**config.mk**
```make
export PLATFORM = sky130hd
export DESIGN_NAME = binary_to_decimal_ascii_flat
export DESIGN_NICKNAME = d
export VERILOG_FILES = /design/src/rtl/core/b2d_pkg.sv /design/src/rtl/core/b2d_if.sv /design/src/rtl/core/b2d_digit_stage.sv /design/src/rtl/core/b2d_serialiser.sv /design/src/rtl/core/binary_to_decimal_ascii.sv /design/src/flat_wrapper.sv
export SDC_FILE = /design/constraint.sdc
export NUM_CORES = 1
export LEC_CHECK = 0
export ABC_AREA = 1
export BUFFER_PORTS_ARGS = -buffer_cell sky130_fd_sc_hd__buf_2
export CORE_AREA = 2 2 226 228
export CTS_CLUSTER_DIAMETER = 50
export CTS_CLUSTER_SIZE = 14
export DETAILED_ROUTE_END_ITERATION = 10
export DIE_AREA = 0 0 228 230
export GPL_ROUTABILITY_DRIVEN = 0
export HOLD_SLACK_MARGIN = 0.06
export PLACE_DENSITY_LB_ADDON = 0.1
export SETUP_SLACK_MARGIN = 0.05
export SYNTH_ARGS = -nofsm -noshare
export SYNTH_HDL_FRONTEND = slang
export SYNTH_SLANG_ARGS = --single-unit
```
**constraint.sdc**
```tcl
create_clock -name clk -period 11.2 [get_ports clk]
set_input_delay 0.56 -clock clk [delete_from_list [all_inputs] [get_ports clk]]
set_output_delay 0.56 -clock clk [all_outputs]
set_load 0.005 [all_outputs]
```
**src/rtl/core/b2d_pkg.sv**
```systemverilog
// ----------------------------------------------------------------------------
// b2d_pkg
// Shared constants and types for the binary to decimal ASCII converter.
// ----------------------------------------------------------------------------
package b2d_pkg;

    localparam int VALUE_BITS = 16;
    localparam int MAX_DIGITS = 5;
    localparam int DIGIT_BITS = 4;
    localparam int COUNT_BITS = $clog2(MAX_DIGITS + 1);
    localparam int IDX_BITS   = $clog2(MAX_DIGITS);
    localparam int CHAR_BITS  = 6;

    // q = (v * 0xCCCD) >> 19 is exact for every 16-bit v
    localparam int                    RECIP_BITS  = 17;
    localparam logic [RECIP_BITS-1:0] RECIP_MULT  = 17'h0CCCD;
    localparam int                    RECIP_SHIFT = 19;
    localparam int                    PROD_BITS   = VALUE_BITS + RECIP_BITS;

    localparam logic [CHAR_BITS-1:0] CHAR_ZERO = 6'd48;

    typedef logic [DIGIT_BITS-1:0] digit_t;

    // work carried down the digit pipeline
    typedef struct packed {
        logic [VALUE_BITS-1:0]                rem;
        logic [MAX_DIGITS-1:0][DIGIT_BITS-1:0] digits;
        logic [COUNT_BITS-1:0]                ndig;
    } work_t;

endpackage

```
**src/rtl/core/b2d_if.sv**
```systemverilog
// ----------------------------------------------------------------------------
// b2d_if
// Valid/ready channels: number requests in, text characters out.
// ----------------------------------------------------------------------------
interface b2d_num_if;
    logic                           valid;
    logic                           ready;
    logic [b2d_pkg::VALUE_BITS-1:0] value;

    modport source (output valid, output value, input ready);
    modport sink   (input valid, input value, output ready);
endinterface

interface b2d_text_if;
    logic                          valid;
    logic                          ready;
    logic [b2d_pkg::CHAR_BITS-1:0] character;
    logic                          last;

    modport source (output valid, output character, output last, input ready);
    modport sink   (input valid, input character, input last, output ready);
endinterface

```
**src/rtl/core/b2d_digit_stage.sv**
```systemverilog
// ----------------------------------------------------------------------------
// b2d_digit_stage
// One pipeline stage: splits off one decimal digit by reciprocal multiply.
// ----------------------------------------------------------------------------
module b2d_digit_stage #(
    parameter int STAGE = 0
) (
    input  logic           clk,
    input  logic           rst_n,
    input  logic           up_valid,
    output logic           up_ready,
    input  b2d_pkg::work_t up_work,
    output logic           dn_valid,
    input  logic           dn_ready,
    output b2d_pkg::work_t dn_work
);

    logic                           valid_reg;
    b2d_pkg::work_t                 work_reg;
    b2d_pkg::work_t                 work_next;
    logic [b2d_pkg::PROD_BITS-1:0]  product;
    logic [b2d_pkg::VALUE_BITS-1:0] quot;
    logic [b2d_pkg::VALUE_BITS-1:0] diff;

    assign up_ready = !valid_reg || dn_ready;
    assign dn_valid = valid_reg;
    assign dn_work  = work_reg;

    always_comb
    begin
        product = b2d_pkg::PROD_BITS'(up_work.rem) * b2d_pkg::PROD_BITS'(b2d_pkg::RECIP_MULT);
        quot    = b2d_pkg::VALUE_BITS'(product >> b2d_pkg::RECIP_SHIFT);
        // remainder: rem - 10*q, 10*q as two shifts
        diff    = up_work.rem - ((quot << 3) + (quot << 1));

        work_next                = up_work;
        work_next.rem            = quot;
        work_next.digits[STAGE]  = diff[b2d_pkg::DIGIT_BITS-1:0];
        if ((STAGE == 0) || (up_work.rem != '0))
        begin
            work_next.ndig = b2d_pkg::COUNT_BITS'(STAGE + 1);
        end
    end

    always_ff @(posedge clk or negedge rst_n)
    begin
        if (!rst_n)
        begin
            valid_reg <= 1'b0;
        end
        else if (up_ready)
        begin
            valid_reg <= up_valid;
        end
    end

    always_ff @(posedge clk)
    begin
        if (up_ready && up_valid)
        begin
            work_reg <= work_next;
        end
    end

endmodule

```
**src/rtl/core/b2d_serialiser.sv**
```systemverilog
// ----------------------------------------------------------------------------
// b2d_serialiser
// Holds one converted number and sends its digits, most significant first.
// ----------------------------------------------------------------------------
module b2d_serialiser (
    input  logic           clk,
    input  logic           rst_n,
    input  logic           up_valid,
    output logic           up_ready,
    input  b2d_pkg::work_t up_work,
    b2d_text_if.source     text
);

    logic                                               busy_reg;
    logic [b2d_pkg::IDX_BITS-1:0]                       idx_reg;
    logic [b2d_pkg::MAX_DIGITS-1:0][b2d_pkg::DIGIT_BITS-1:0] digits_reg;
    logic                                               fire;
    logic                                               final_digit;
    b2d_pkg::digit_t                                    cur_digit;

    assign final_digit = (idx_reg == '0);
    assign fire        = busy_reg && text.ready;
    assign up_ready    = !busy_reg || (text.ready && final_digit);

    assign cur_digit      = digits_reg[idx_reg];
    assign text.valid     = busy_reg;
    assign text.character = b2d_pkg::CHAR_ZERO + b2d_pkg::CHAR_BITS'(cur_digit);
    assign text.last      = final_digit;

    always_ff @(posedge clk or negedge rst_n)
    begin
        if (!rst_n)
        begin
            busy_reg <= 1'b0;
            idx_reg  <= '0;
        end
        else if (up_ready && up_valid)
        begin
            busy_reg <= 1'b1;
            idx_reg  <= b2d_pkg::IDX_BITS'(up_work.ndig - 1'b1);
        end
        else if (fire)
        begin
            if (final_digit)
            begin
                busy_reg <= 1'b0;
            end
            else
            begin
                idx_reg <= idx_reg - 1'b1;
            end
        end
    end

    always_ff @(posedge clk)
    begin
        if (up_ready && up_valid)
        begin
            digits_reg <= up_work.digits;
        end
    end

endmodule

```
**src/rtl/core/binary_to_decimal_ascii.sv**
```systemverilog
// ----------------------------------------------------------------------------
// binary_to_decimal_ascii
// 16-bit unsigned binary to decimal ASCII text, one character per request.
// ----------------------------------------------------------------------------
// Usage:
//   number : sink channel, one 16-bit unsigned value per request.
//   text   : source channel, one ASCII digit ('0'..'9') per request, most
//            significant first, no leading zeros; last marks the final digit.
//            Zero gives the single character '0' with last set.
// Path: the edge that accepts a number loads digit stage 0, the number is
//   carried on through digit stages 1 to 4 in turn, and then the output
//   register loads and shows its first character.
// Throughput: a new number enters every cycle while the pipe has room; the
//   sustained rate is set by the output register sending one character per
//   cycle while text.ready is high, one for each digit (1 to 5) of a number.
// Reset: rst_n clears all valid bits and the output; the data registers are not reset.
// Stall: while text.ready is low the character holds, the pipe fills up
//   stage by stage and number.ready drops once every stage is occupied;
//   nothing is lost or repeated.
// ----------------------------------------------------------------------------
module binary_to_decimal_ascii (
    input  logic       clk,
    input  logic       rst_n,
    b2d_num_if.sink    number,
    b2d_text_if.source text
);

    localparam int NSTAGE = b2d_pkg::MAX_DIGITS;

    // link k feeds digit stage k; the last link feeds the serialiser
    logic           link_valid [NSTAGE+1];
    logic           link_ready [NSTAGE+1];
    b2d_pkg::work_t link_work  [NSTAGE+1];

    always_comb
    begin
        link_work[0]      = '0;
        link_work[0].rem  = number.value;
    end

    assign link_valid[0] = number.valid;
    assign number.ready  = link_ready[0];

    // one digit, least significant first, per stage
    for (genvar k = 0; k < NSTAGE; k++)
    begin : g_stage
        b2d_digit_stage #(
            .STAGE (k)
        ) u_stage (
            .clk      (clk),
            .rst_n    (rst_n),
            .up_valid (link_valid[k]),
            .up_ready (link_ready[k]),
            .up_work  (link_work[k]),
            .dn_valid (link_valid[k+1]),
            .dn_ready (link_ready[k+1]),
            .dn_work  (link_work[k+1])
        );
    end

    // output register: replays the digits in the opposite order
    b2d_serialiser u_ser (
        .clk      (clk),
        .rst_n    (rst_n),
        .up_valid (link_valid[NSTAGE]),
        .up_ready (link_ready[NSTAGE]),
        .up_work  (link_work[NSTAGE]),
        .text     (text)
    );

endmodule

```
**src/flat_wrapper.sv**
```systemverilog
// flat-port wrapper written by rule: the top's interface ports become plain ports
module binary_to_decimal_ascii_flat 
  (clk, rst_n, number_valid, number_value, number_ready, text_valid, text_character, text_last, text_ready);
  b2d_num_if number_i ();
  b2d_text_if text_i ();
  input  logic clk;
  input  logic rst_n;
  input wire logic [$bits(number_i.valid)-1:0] number_valid;
  input wire logic [$bits(number_i.value)-1:0] number_value;
  output wire logic [$bits(number_i.ready)-1:0] number_ready;
  output wire logic [$bits(text_i.valid)-1:0] text_valid;
  output wire logic [$bits(text_i.character)-1:0] text_character;
  output wire logic [$bits(text_i.last)-1:0] text_last;
  input wire logic [$bits(text_i.ready)-1:0] text_ready;
  assign number_i.valid = number_valid;
  assign number_i.value = number_value;
  assign number_ready = number_i.ready;
  assign text_valid = text_i.valid;
  assign text_character = text_i.character;
  assign text_last = text_i.last;
  assign text_i.ready = text_ready;
  binary_to_decimal_ascii u_core (.clk(clk), .rst_n(rst_n), .number(number_i), .text(text_i));
endmodule
```
; Yosys cells after proc, flatten, opt, wreduce, memory -nomap -nowiden
; Index checks and enable logic that the tools add are counted.
[classes]
reduce_logical = 29
add_sub_neg = 13
n_mux = 8
order_cmp = 1
eq_ne = 1
multipliers = 5
[op_table]
columns = cell, count
row1 = $reduce_bool A16 Y1, 4
row2 = $mul A16 B16 Y32 const B, 1
row3 = $mul A13 B16 Y29 const B, 1
row4 = $mul A10 B16 Y26 const B, 1
row5 = $mul A7 B16 Y23 const B, 1
row6 = $add A4 B4 Y4, 5
row7 = $mul A4 B16 Y20 const B, 1
row8 = $sub A4 B4 Y4, 5
row9 = $bmux W4 S3, 1
row10 = $mux W3, 3
row11 = $logic_and A1 B1 Y1, 8
row12 = $add A5 B5 Y6 const A, 1
row13 = $logic_not A1 Y1, 6
row14 = $logic_or A1 B1 Y1, 6
row15 = $sub A3 B1 Y3 const B, 2
row16 = $lt A3 B4 Y1 const B, 1
row17 = $mux W4, 1
row18 = $reduce_and A2 Y1, 2
row19 = $reduce_bool A2 Y1, 2
row20 = $logic_not A3 Y1, 1
row21 = $mux W1, 3
row22 = $ne A2 B1 Y1 const B, 1
[word_totals]
reg_bits = 133
word_cells = 92
out_inout_bits = 9

; Depth between registers and ports, before layout
[depth]
word_depth = 9
ltp_mapped = 28
ltp_nobuf = 28

; Modules after synthesis
; A second synthesis with hierarchy kept.
[hier_totals]
cells_unflattened = 3546
hier_area_um2 = 33228.1
[modules_own_cells]
columns = mod, cells_each, n_inst, area_per_inst_um2, seq_area_each_um2
row1 = b2d_digit_stage at u_core.g_stage[1].u_stage, 710, 1, 6502.5, 1106.1
row2 = b2d_digit_stage at u_core.g_stage[3].u_stage, 682, 1, 6461.2, 1106.1
row3 = b2d_digit_stage at u_core.g_stage[4].u_stage, 679, 1, 6446.2, 1106.1
row4 = b2d_digit_stage at u_core.g_stage[2].u_stage, 681, 1, 6423.7, 1106.1
row5 = b2d_digit_stage at u_core.g_stage[0].u_stage, 694, 1, 6311.1, 1016.0
row6 = b2d_serialiser, 99, 1, 1079.8, 700.7
row7 = binary_to_decimal_ascii, 1, 1, 3.8, 0.0

; Worst setup path after synthesis
; No wires, ideal clock.
[synth_timing]
path_kind = input port to flip-flop
startpoint = in number_value[4]
endpoint = reg u_core.g_stage[0].u_stage.work_reg (netlist bit u_core.g_stage[0].u_stage.dn_work[6]), data pin
setup_ns = 0.249
arrival_time_ns = 5.334
slack_ns = 5.617
stages = 24
t_required_ns = 10.951
cell_sequence = ha_1 > fa_1 > inv_1 > fa_1 > fa_1 > inv_1 > fa_1 > inv_1 > fa_1 > inv_1 > ha_1 > nand2_1 > nor2_1 > nand2_1 > o211ai_1 > o21bai_1 > xor2_1 > ha_1 > xnor2_1 > nand3b_1 > nand2_1 > nand2_1 > nand2_1 > inv_1
[synth_between]
elab_chain_len = 3
[synth_lines]
columns = item, line
row1 = "start, declared", flat_wrapper.sv:9  ; input wire logic [$bits(number_i.value)-1:0] number_value;
row2 = $mul A16 B16 Y32, b2d_digit_stage.sv:31  ; product = b2d_pkg::PROD_BITS'(up_work.rem) * b2d_pkg::PROD_BITS'(b2d_pkg::RECIP_MULT);
row3 = "via u_core.g_stage[0].u_stage.product, one bit", b2d_digit_stage.sv:21  ; logic [b2d_pkg::PROD_BITS-1:0] product;
row4 = $add A4 B4 Y4, b2d_digit_stage.sv:34  ; diff = up_work.rem - ((quot << 3) + (quot << 1));
row5 = $sub A4 B4 Y4, b2d_digit_stage.sv:34
row6 = "via u_core.g_stage[0].u_stage.diff, one bit", b2d_digit_stage.sv:23  ; logic [b2d_pkg::VALUE_BITS-1:0] diff;
row7 = "end signal, assigned", b2d_digit_stage.sv:61  ; work_reg <= work_next;
row8 = "end, declared", b2d_digit_stage.sv:19  ; b2d_pkg::work_t work_reg;
; The timed path passes the listed nets, and every way through them passes these cells.
; A chain may end at the register's enable or synchronous reset.

; Worst setup path in the final report
; Ends and elaborated chain as after synthesis.

==> results.toml <==
[global_routing]
global_route.peak_usage_layer = "met2"
grt_usage_pct = 15.9
largest_net_degree_at_the_start_of_global_routing = 24
first_pass_grt_wire_length_mm = 66.0
groute.layer.met1.usage_pct = 22.9
global_route.overflow_total = 0
global_route.usage.met3_pct = 2.34
antenna_found_initial = 0
first_global_vias = 12400
grt.met2_usage_pct = 25.4

[sta]
grt_setup_unrepaired = "false"
finalSetupTns_ns = 0
final-max-slew-violation-count = 0
max_slew_margin_pct = 28.0
final.min_clock_period_ns = 5.77
worst-slew-pin-transition_ns = 1.08
finalClockSkew_ns = 0.0153
fmax_mhz = 173
layout_worst_path_cycle_share_pct = 51.5
number_of_hold_slack_violations_in_the_final_timing_report = 0
setup_violations = 0

[synth]
synth-seq-area-share_pct = 22.8
yosys.area.top_type = "ha_1"
synthFlopType = "edfxtp_1"
post_synth_num_cell_types = 48
synth-seq-cells = 133
main_combinational_cell_family_by_area_after_synthesis = "adder cells"
asyncSetResetFlopFracSynth_pct = 6.77
synth-edff-count = 124
syn_area_um2 = 17300
largest_cells_by_area_after_synthesis = "ha_1 (27%), edfxtp_1 (22%), fa_1 (19%)"
synth.top_cell.area_share_pct = 26.8
synth_xor_area_share_pct = 2.43
ys_warn_count = 0
synthSimpleGateAreaFrac_pct = 11.0
synth-compound-area-share_pct = 6.70
syn_area_per_cell_um2 = 9.36
synth.mux.area_fraction_pct = 0
synth_fa_ha_area_share_pct = 46.2
syn-instance-count = 1847

[clock_tree]
cts_bufs_inserted = 17
clock_transition_time_at_the_flip_flop_clock_pins_of_the_worst_setup_and_hold_paths_ns = 0.06
buffers_inserted_by_post_cts_timing_repair = 0
cts-resized-gates = 0
cts.sink_count = 133
cts_tree = "done"
ctsRootBufferMaster = "clkbuf_16"
clock_path_buffers = 2
clk-insertion-delay-late_ns = 0.43
htree_num_levels = 4

[detailed_routing]
route.detailed.drc = 0
drt_iter0_markers = 511
detailroute.via_count = 11900
detail-route-antenna-nets = 0
routed_wirelength_mm = 40.1
first_pass_iters = 5
detail_route.wl_per_cell_um = 15.6
routed_via_density = 4.64

[cells_and_area]
layout-area-overhead-vs-synth_pct = 8.99
flip_flop_count_of_the_largest_register_all_copies_and_words_added = 104
layout.area.seq_um2 = 3950
antenna_diode_count = 0
most_frequent_cells_in_the_layout = "inv_1 (483), ha_1 (370), nand2_1 (229), fa_1 (168), edfxtp_1 (124)"
final_layout_size_suffix_gt1_share_pct = 4.83
area_of_the_multi_input_gates_um2 = 11500
final_net_count = 2449
layout.filler_cells = 5099
layout.cells.most_common = "inv_1"

[floorplanning]
start_util_pct = 34.7
dieHeight_um = 230
die_area_um2 = 52400
coreArea_um2 = 49900
die-width_um = 228
cell_rows = 82
ios = 29

[critical_path]
cpMaxStageDelayCell = "fa_1"
timing.critical_path.max_delay_family = "adder cells"
timing.critical_path.from_type = "primary input"
ordered_list_of_cells_on_the_worst_path = "buf_2 > ha_1 > fa_1 > inv_1 > fa_1 > fa_1 > inv_1 > fa_1 > inv_1 > fa_1 > inv_1 > ha_1 > nand2_1 > nor2_1 > nand4_1 > o21bai_1 > xor2_1 > ha_1 > nand2_1 > nand3_1 > inv_1 > nand2_1 > nand2_1 > inv_1"
timing.critical_path.slowest_cell_delay_ns = 0.59
cp_num_buf_inv = 7
critical_path_peak_fanout = 6
timing.setup.critical_path_class = "primary input to flop"
arrival_ns = 5.95
cp.required_ns = 11.38
cell_type_with_the_highest_occurrence_count_on_the_critical_path = "inv_1"
critPathCaptureType = "flop"

[place]
post-dp-hpwl_mm = 35.6
portBuffers = 26

[job]
max_cap_viol_count = 0

[status]
status = "complete, no violations"

[worst_hold_path]
worst_hold_path_type = "primary input to flop"
-- area by class of cell --
class,instances,area share (%)
multi-input combinational,1223,61.0
timing repair buffer,28,0.783
clock buffer,18,2.39
inverter,488,9.72
sequential,133,21.0
tap,672,4.46
clock inverter,14,0.710
-- worst reg2reg max path, stage by stage, from the launching register on --
cell      delay, ns
edfxtp_1       0.42
inv_1          0.09
ha_1           0.28
inv_1          0.07
fa_1           0.58
inv_1          0.10
fa_1           0.50
inv_1          0.05
fa_1           0.54
inv_1          0.06
fa_1           0.53
inv_1          0.04
ha_1           0.31
nand2_1        0.09
nor2_1         0.12
inv_1          0.06
nor3_1         0.22
a21o_1         0.20
xor2_1         0.25
ha_1           0.21
xor2_1         0.22
inv_1          0.08
nand3_1        0.08
nand2_1        0.05
nand2_1        0.08
nand2_1        0.06
nand2_1        0.05
nand2_1        0.05
-- cell usage after synthesis (3+ instances only) --
cell type,number
nand3_1,57
buf_4,3
nor4_1,5
dfrtp_1,9
nand2_2,5
xor2_1,32
a21oi_1,97
nand3b_1,6
nand2_1,229
o21ai_0,42
edfxtp_1,124
nor2_1,80
or2_2,7
a31o_2,4
inv_2,4
o21a_1,5
a211oi_1,3
a31oi_1,4
inv_1,483
nand4_1,21
nor3_1,16
a221oi_1,6
nor2_4,3
o21ai_1,5
xnor2_1,16
ha_1,370
o211ai_1,3
fa_1,168
o21bai_1,8
a21o_1,12
-- metal layers --
metal	routed length (um)	share of wire, %	up-vias
li1	-	-	6028
met1	20000	50	5728
met2	18400	46	156
met3	1260	3.1	31
met4	485	1.2	0
met5	0	0	-
-- timing repair --
item	CTS	global route
hold buffers	1	0
endpoints found under the hold margin	9	0
setup endpoints to repair	0	0
-- final timing paths --
| check | depth (start not counted) | start | slack (ns) | endpoint |
|---|---|---|---|---|
| worst min-delay path | 3 | number_valid | 0.35 | u_core.g_stage[0].u_stage.dn_valid |
| min in group asynchronous | 2 | rst_n | 0.51 | u_core.g_stage[1].u_stage.dn_valid |
| worst max register to register | 27 | u_core.g_stage[0].u_stage.dn_work[34] | 5.55 | u_core.g_stage[1].u_stage.dn_work[10] |
| max in group asynchronous | 2 | rst_n | 10.49 | u_core.u_ser.idx_reg[0] |
| worst max-delay path | 24 | number_value[4] | 5.43 | u_core.g_stage[0].u_stage.dn_work[6] |
| worst min register to register | 0 | u_core.g_stage[2].u_stage.dn_work[6] | 0.41 | u_core.g_stage[3].u_stage.dn_work[6] |
-- stage by stage --
stage / cell area (um2) / hold slack (ns) / std cells / utilization, % / worst slack (ns)
floorplan: 17300 / 0.264 / 1848 / - / 5.62
detailed placement: 18300 / 0.405 / 2543 / 36.6 / 5.00
global placement: 18300 / 0.403 / 2543 / 36.6 / 5.10
CTS: 18800 / 0.336 / 2576 / 37.8 / 5.44
global route: 18800 / 0.360 / 2576 / 37.8 / 5.07
finish: 18800 / 0.350 / 2576 / 37.8 / 5.43
-- cells by family (layout without fill, tap and decap cells) --
group                      Yosys count  count (layout)
and+or+nand+nor                    436             436
DFF                                133             133
AOI/OAI and AO/OA                  199             199
adders and majority gates          538             538
buffers and inverters              492             548
other                                1               2
xor gates and xnor gates            48              48
Power is left out: the tool's default activity adds up to more than one toggle a clock period on the data nets, which glitch-free logic cannot reach.
